File: src/rtl/ocm_pkg.sv
// Shared types and constants for the orientation curvature map.
`timescale 1ns / 1ps
`default_nettype none
package ocm_pkg;

  typedef struct packed {
    logic [14:0] angle;
    logic        absent;
  } in_word_t;

  typedef struct packed {
    logic [11:0] out_row;
    logic [12:0] out_col;
    logic [14:0] bend;
    logic        bend_missing;
    logic        run_end;
    logic        frame_end;
  } out_word_t;

  // effective frame geometry plus a position clear pulse
  typedef struct packed {
    logic [15:0] len;
    logic [15:0] cnt;
    logic        clear;
  } geom_t;

  // one classified pixel handed from front to back
  typedef struct packed {
    logic [11:0] int_row;
    logic [12:0] int_col;
    logic [11:0] bord_row;
    logic [12:0] bord_col;
    logic        has_int;
    logic        has_bord;
    logic        int_ok;
    logic        frame_last;
    logic [14:0] cen;
    logic [14:0] fst;
    logic [14:0] snd;
  } job_t;

  typedef struct packed {
    logic valid;
    logic full;
  } qstat_t;

  localparam int REG_LINE_LENGTH = 0;
  localparam int REG_LINE_COUNT  = 1;

  localparam int HALF_TURN    = 23040;
  localparam int QUARTER_TURN = 11520;
  localparam int SINE_FULL    = 46080;

endpackage
`default_nettype wire

File: src/rtl/ocm_queue.sv
// Short job queue between front and back.
`timescale 1ns / 1ps
`default_nettype none
module ocm_queue (
  input  wire                clk,
  input  wire                rst_n,
  input  wire                push,
  input  ocm_pkg::job_t      push_job,
  input  wire                pop,
  output ocm_pkg::job_t      head,
  output ocm_pkg::qstat_t    qstat
);
  import ocm_pkg::*;

  localparam int DEPTH = 4;
  localparam int AW    = $clog2(DEPTH);

  job_t          slot_r [DEPTH];
  logic [AW-1:0] wp_r, rp_r;
  logic [AW:0]   cnt_r, cnt_nxt;
  logic          do_pop;

  assign do_pop      = pop && (cnt_r != '0);
  assign head        = slot_r[rp_r];
  assign qstat.valid = (cnt_r != '0);
  assign qstat.full  = (cnt_r == (AW+1)'(DEPTH));

  always_comb begin
    cnt_nxt = cnt_r;
    if (push && !do_pop) cnt_nxt = cnt_r + 1'b1;
    else if (!push && do_pop) cnt_nxt = cnt_r - 1'b1;
  end

  always_ff @(posedge clk) begin
    if (!rst_n) begin
      wp_r  <= '0;
      rp_r  <= '0;
      cnt_r <= '0;
    end else begin
      cnt_r <= cnt_nxt;
      if (push) wp_r <= wp_r + 1'b1;
      if (do_pop) rp_r <= rp_r + 1'b1;
    end
  end

  always_ff @(posedge clk) begin
    if (push) slot_r[wp_r] <= push_job;
  end

endmodule
`default_nettype wire

File: config.mk
export PLATFORM = sky130hd
export DESIGN_NAME = ocm_queue
export DESIGN_NICKNAME = d
export VERILOG_FILES = /design/src/rtl/ocm_pkg.sv /design/src/rtl/ocm_queue.sv
export SDC_FILE = /design/constraint.sdc
export NUM_CORES = 1
export LEC_CHECK = 0
export BUFFER_PORTS_ARGS = -buffer_cell sky130_fd_sc_hd__buf_2
export CORE_MARGIN = 3
export CORE_UTILIZATION = 55
export CTS_BUF_LIST = sky130_fd_sc_hd__clkbuf_16
export CTS_CLUSTER_DIAMETER = 200
export CTS_CLUSTER_SIZE = 24
export DETAILED_ROUTE_END_ITERATION = 8
export PLACE_DENSITY = 0.85
export SLEW_MARGIN = 0
export SYNTH_ARGS = -nofsm -noshare
export SYNTH_HDL_FRONTEND = slang
export SYNTH_SLANG_ARGS = --single-unit
File: constraint.sdc
create_clock -name clk -period 3.7 [get_ports clk]
set_clock_uncertainty 0.1 [all_clocks]
set_input_delay 0.555 -clock clk [delete_from_list [all_inputs] [get_ports clk]]
set_output_delay 0.555 -clock clk [all_outputs]
set_load 0.005 [all_outputs]
; ---- After elaboration in Yosys (flattened, before gate mapping)
; Memories as Yosys holds them, arrays and structs flattened. A register that Yosys moved wholly into a read port is not among the register bits.
; Cells that the tools add are included.
[classes]
n_mux = 6
eq_ne = 1
addsub = 4
n_reduce_logical = 7
[op_table]
columns = cell, count
row1 = 3-bit two-way mux, 2
row2 = "2-bit by 1-bit adder with 2-bit output, second input constant", 2
row3 = 2-bit two-way mux, 2
row4 = "3-bit by 1-bit adder with 3-bit output, second input constant", 1
row5 = "3-bit == test, second input constant", 1
row6 = 1-bit logical AND, 3
row7 = 3-bit nonzero test, 1
row8 = "3-bit by 1-bit subtractor with 3-bit output, second input constant", 1
row9 = 1-bit zero test, 2
row10 = 1-bit two-way mux, 2
row11 = 2-bit nonzero test, 1
[word_totals]
out_inout_bits = 101
word_cells = 22
ff_bits = 7
in_bits = 103
n_memories = 1
mem_bits_rw = 396
[mem_list]
columns = name, depth, word_bits, read_ports, rd_clocked_by_memory_dff, write_ports, line_no
row1 = slot_r, 4, 99, 1, 1, 1, ocm_queue.sv:18  ; job_t slot_r [DEPTH];

; ---- Logic depth before layout (Yosys ltp)
[logic_depth]
word_depth = 5
mapped_depth = 7
mapped_depth_nobuf = 7

; ---- Worst setup path after synthesis
; Ideal clock, no wire load.
[synth_path]
kind = input to register
startpoint = input push
endpoint = memory slot_r[0][0] (netlist name), enable pin
path_buffers = 0
required_time_ps = 3131
setup_time_ps = 469
setup_slack_ps = 290
t_arrival_ps = 2842
stages = 1
path_cell_list = and2_1
[synth_via]
elab_chain_cells = 2
[synth_lines]
columns = item, line_no
row1 = from (decl), ocm_queue.sv:7  ; input wire push,
row2 = 1-bit two-way mux, ocm_queue.sv:47  ; if (push) slot_r[wp_r] <= push_job;
row3 = 1-bit two-way mux (not written as such), ocm_queue.sv:47
row4 = to (decl), ocm_queue.sv:18
; No other way between the ends.

==> impl_results.md <==
- Hold path depth: 1
- Grt total ovfl: 0
- Upper clock frequency limit: 0.331 GHz
- Area growth from synthesis to layout: 14.6%
- # DRC: 0
- Clock Latency Late Sink: 0.52 ns
- Final core occ: 0.645
- Syn_nets: 669
- Comb pwr share: 0.216
- Worst slew pin tran: 0.712 ns
- CTS Sinks: 405
- Hold Startpoint: push_job[81]
- Worst slew margin: 0.526
- CP Launch Type: flip-flop
- Final Setup Violations: 0
- Switch Pwr: 2400 uW
- Vias post-DR: 6529
- CTS Buf Count: 20
- Critical Path RT: 3.04 ns
- Placed wire-length estimate: 16300 um
- Static leakage: 0.00562 uW
- Switching part of the total power: 0.241
- Overall power: 9940 uW
- Hold WC Path Type: in -> reg
- Initial antenna violation count: 4
- 1st-iter DRT viols: 422
- Hold Fails Final Rpt: 0
- Die Wd: 170 um
- Setup CP Type: reg -> out
- Placed Cells: 1094
- Reg2reg path depth: 7
- Core Area: 26100 um^2
- Critical-path top delay cell: dfxtp_4
- Die area: 28700 um^2
- Outcome: finished, final reports clean
- Gate Count Post-Synth: 560
- Worst r2r src: cnt_r[0]$_SDFFE_PN0P_
- Critical R2R Capture: cnt_r[2]$_SDFFE_PN0P_
- TritonCTS clock tree: yes
- Initial Util: 0.563
- Root Buffer: clkbuf_16
- Largest net degree at the start of global routing: 55
- Cell area after synthesis: 14700 um^2
- First-pass GRT wire length: 40300 um
- Rows: 59
- Worst vdd ir: 0.415 mV
- H-tree depth: 1
- Sequential power share: 0.550
- TritonRoute pass-1 iters: 5
- CTS max path bufs: 3
- Share of layout cells above drive strength 1: 0.438
- Final RePlAce weighted congestion: 0.705
- Number of global-route vias before repair: 7064
- Min Tclk post-route: 3.02 ns
- Slew Limit Fails: 0
- Critical-path maximum fanout: 29
- Reg2reg setup slack: 1.41 ns
- Post-CTS sizing: 0
- PortBufs: 203
- IO Pins: 204
- Finished Layout Cells: 1132
- Layout Nets: 890
- Gr usage total: 0.184
- CP peak stage delay: 0.79 ns
- Met2 WL: 13400 um
- Pint: 7540 uW
- Clock Power Share: 0.234
- Post-CTS setup buffer count: 0
- WL/cell: 23.2 um
- Uppermost layer routed: met5
- Area of the multi-input gates: 2500 um^2
- Ordered cell list for the critical path: buf_4 -> mux4_2 -> buf_2
- Final Cycle Share: 0.816
- WP data arrival: 2.36 ns
- Total wire length: 26300 um
- Warning count from the yosys run: 0
- Vias/cell: 5.77
- Max cap viols: 0
- Post-CTS Hold Fix Bufs: 0
- Detailed route wirelength on metal3: 1760 um
- Sequential fraction of the synthesis area: 0.821
- Filler instances: 1709
- Worst Hold Path EP: slot_r[1][81]$_DFFE_PP_
- Clock transition at path regs: 0.10 ns
- Wl on met1: 10600 um
- Die height: 170 um
- Crit end category: output port
- ANT nets after route: 0
- RSZ-0062 raised after global routing: no
- Register Area: 12100 um^2
- Cell variety after synth: 22
- Register bit count reported by yosys: 405
- Average size of a mapped cell: 26.3 um^2
- P per Cell Area: 590 nW/um^2
- Final setup TNS: 0 ns
==> through the flow <==
stage	hold WS (ns)	area [um^2]	setup slack, ns
4_1_cts	0.122	16800	0.579
3_5_place_dp	0.427	16300	1.18
2_1_floorplan	0.390	14700	0.290
6_report	0.132	16900	0.680
5_1_grt	0.122	16800	0.472
3_3_place_gp	0.419	16300	1.18
==> worst max path at each step <==
stage / start / to / slack [ns] / depth (start not counted)
final: flip-flop / head[23] / 0.68 / 3
after global routing: flip-flop / head[22] / 0.47 / 3
after CTS: flip-flop / head[23] / 0.58 / 3
after detailed placement: flip-flop / head[23] / 1.18 / 3
after global placement: flip-flop / head[16] / 1.18 / 3
after floorplan: push / slot_r[0][0]$_DFFE_PP_ / 0.29 / 1
==> placed cells by master (no fill, tap or decap), types with 2 or more instances in the layout <==
cell / synthesis / final
clkbuf_16: 0 / 21
and2_1: 9 / 5
buf_4: 1 / 10
inv_1: 3 / 17
mux2i_1: 2 / 2
xnor2_1: 3 / 3
dfxtp_4: 0 / 2
xor2_1: 2 / 2
edfxtp_1: 396 / 396
or3_1: 2 / 2
mux4_2: 99 / 99
diode_2: 0 / 2
buf_2: 10 / 203
buf_12: 0 / 8
and2_4: 0 / 4
nor2b_1: 2 / 2
ha_1: 5 / 5
dfxtp_1: 9 / 7
==> cells in the mapped netlist <==
| library cell | count | area, um^2 |
|---|---|---|
| fa_1 | 1 | 20.0 |
| o21ai_0 | 1 | 5.00 |
| edfxtp_1 | 396 | 11900 |
| clkbuf_1 | 8 | 30.0 |
| inv_1 | 3 | 11.3 |
| mux2i_1 | 2 | 20.0 |
| xor2_1 | 2 | 17.5 |
| o31ai_1 | 1 | 7.51 |
| buf_2 | 10 | 50.1 |
| o311ai_0 | 1 | 8.76 |
| and2_1 | 9 | 56.3 |
| nor2b_1 | 2 | 12.5 |
| ha_1 | 5 | 62.6 |
| or3_1 | 2 | 12.5 |
| buf_6 | 1 | 11.3 |
| nor3b_1 | 1 | 7.51 |
| buf_4 | 1 | 7.51 |
| buf_8 | 2 | 30.0 |
| xnor2_1 | 3 | 26.3 |
| dfxtp_1 | 9 | 180 |
| a21boi_0 | 1 | 7.51 |
| mux4_2 | 99 | 2230 |
==> registers in the layout, summed over array words and instances, names as in the netlist, named ones only <==
| name | flops |
|---|---|
| slot_r | 396 |
| cnt_r | 3 |
| rp_r | 2 |
| wp_r | 2 |
==> cell type report <==
| type | count | area share |
|---|---|---|
| Timing Repair Buffer | 221 | 0.0742 |
| Sequential cell | 405 | 0.717 |
| Clock buffer | 21 | 0.0312 |
| Multi-Input combinational cell | 130 | 0.149 |
| Antenna cell | 2 | 0.000297 |
| Inverter | 3 | 0.000668 |
| Tap cell | 335 | 0.0249 |
| Clock inverter | 15 | 0.00342 |
==> critical path: cells and delay by family, from the launching register on <==
kind / cells / cell delay, ns
buffers and inverters: 2 / 0.51
flip-flops: 1 / 0.79
multiplexers: 1 / 0.55
==> cell families after synthesis <==
logic type,synth area share
flops,0.821
mux,0.153
buf+inv,0.00953
simple gates,0.00604
fa+ha+maj,0.00562
xor+xnor,0.00298
compound gates,0.00196
==> power by group through the flow <==
stage                     Sequential [uW]  Combinational (uW)  Clock [uW]
final                                5460                2150        2330
after global routing                 5510                2330        2540
after CTS                            5480                2210        2390
after detailed placement             5580                2200           0
after global placement               5570                2160           0
after floorplan                      5450                1440           0
==> routing by layer <==
metal,vias up,GRT usage
met5,-,0
met4,6,0.0427
met3,43,0.0370
met2,225,0.312
met1,3408,0.252
li1,2847,-
Power figures use the tool's default switching activity.
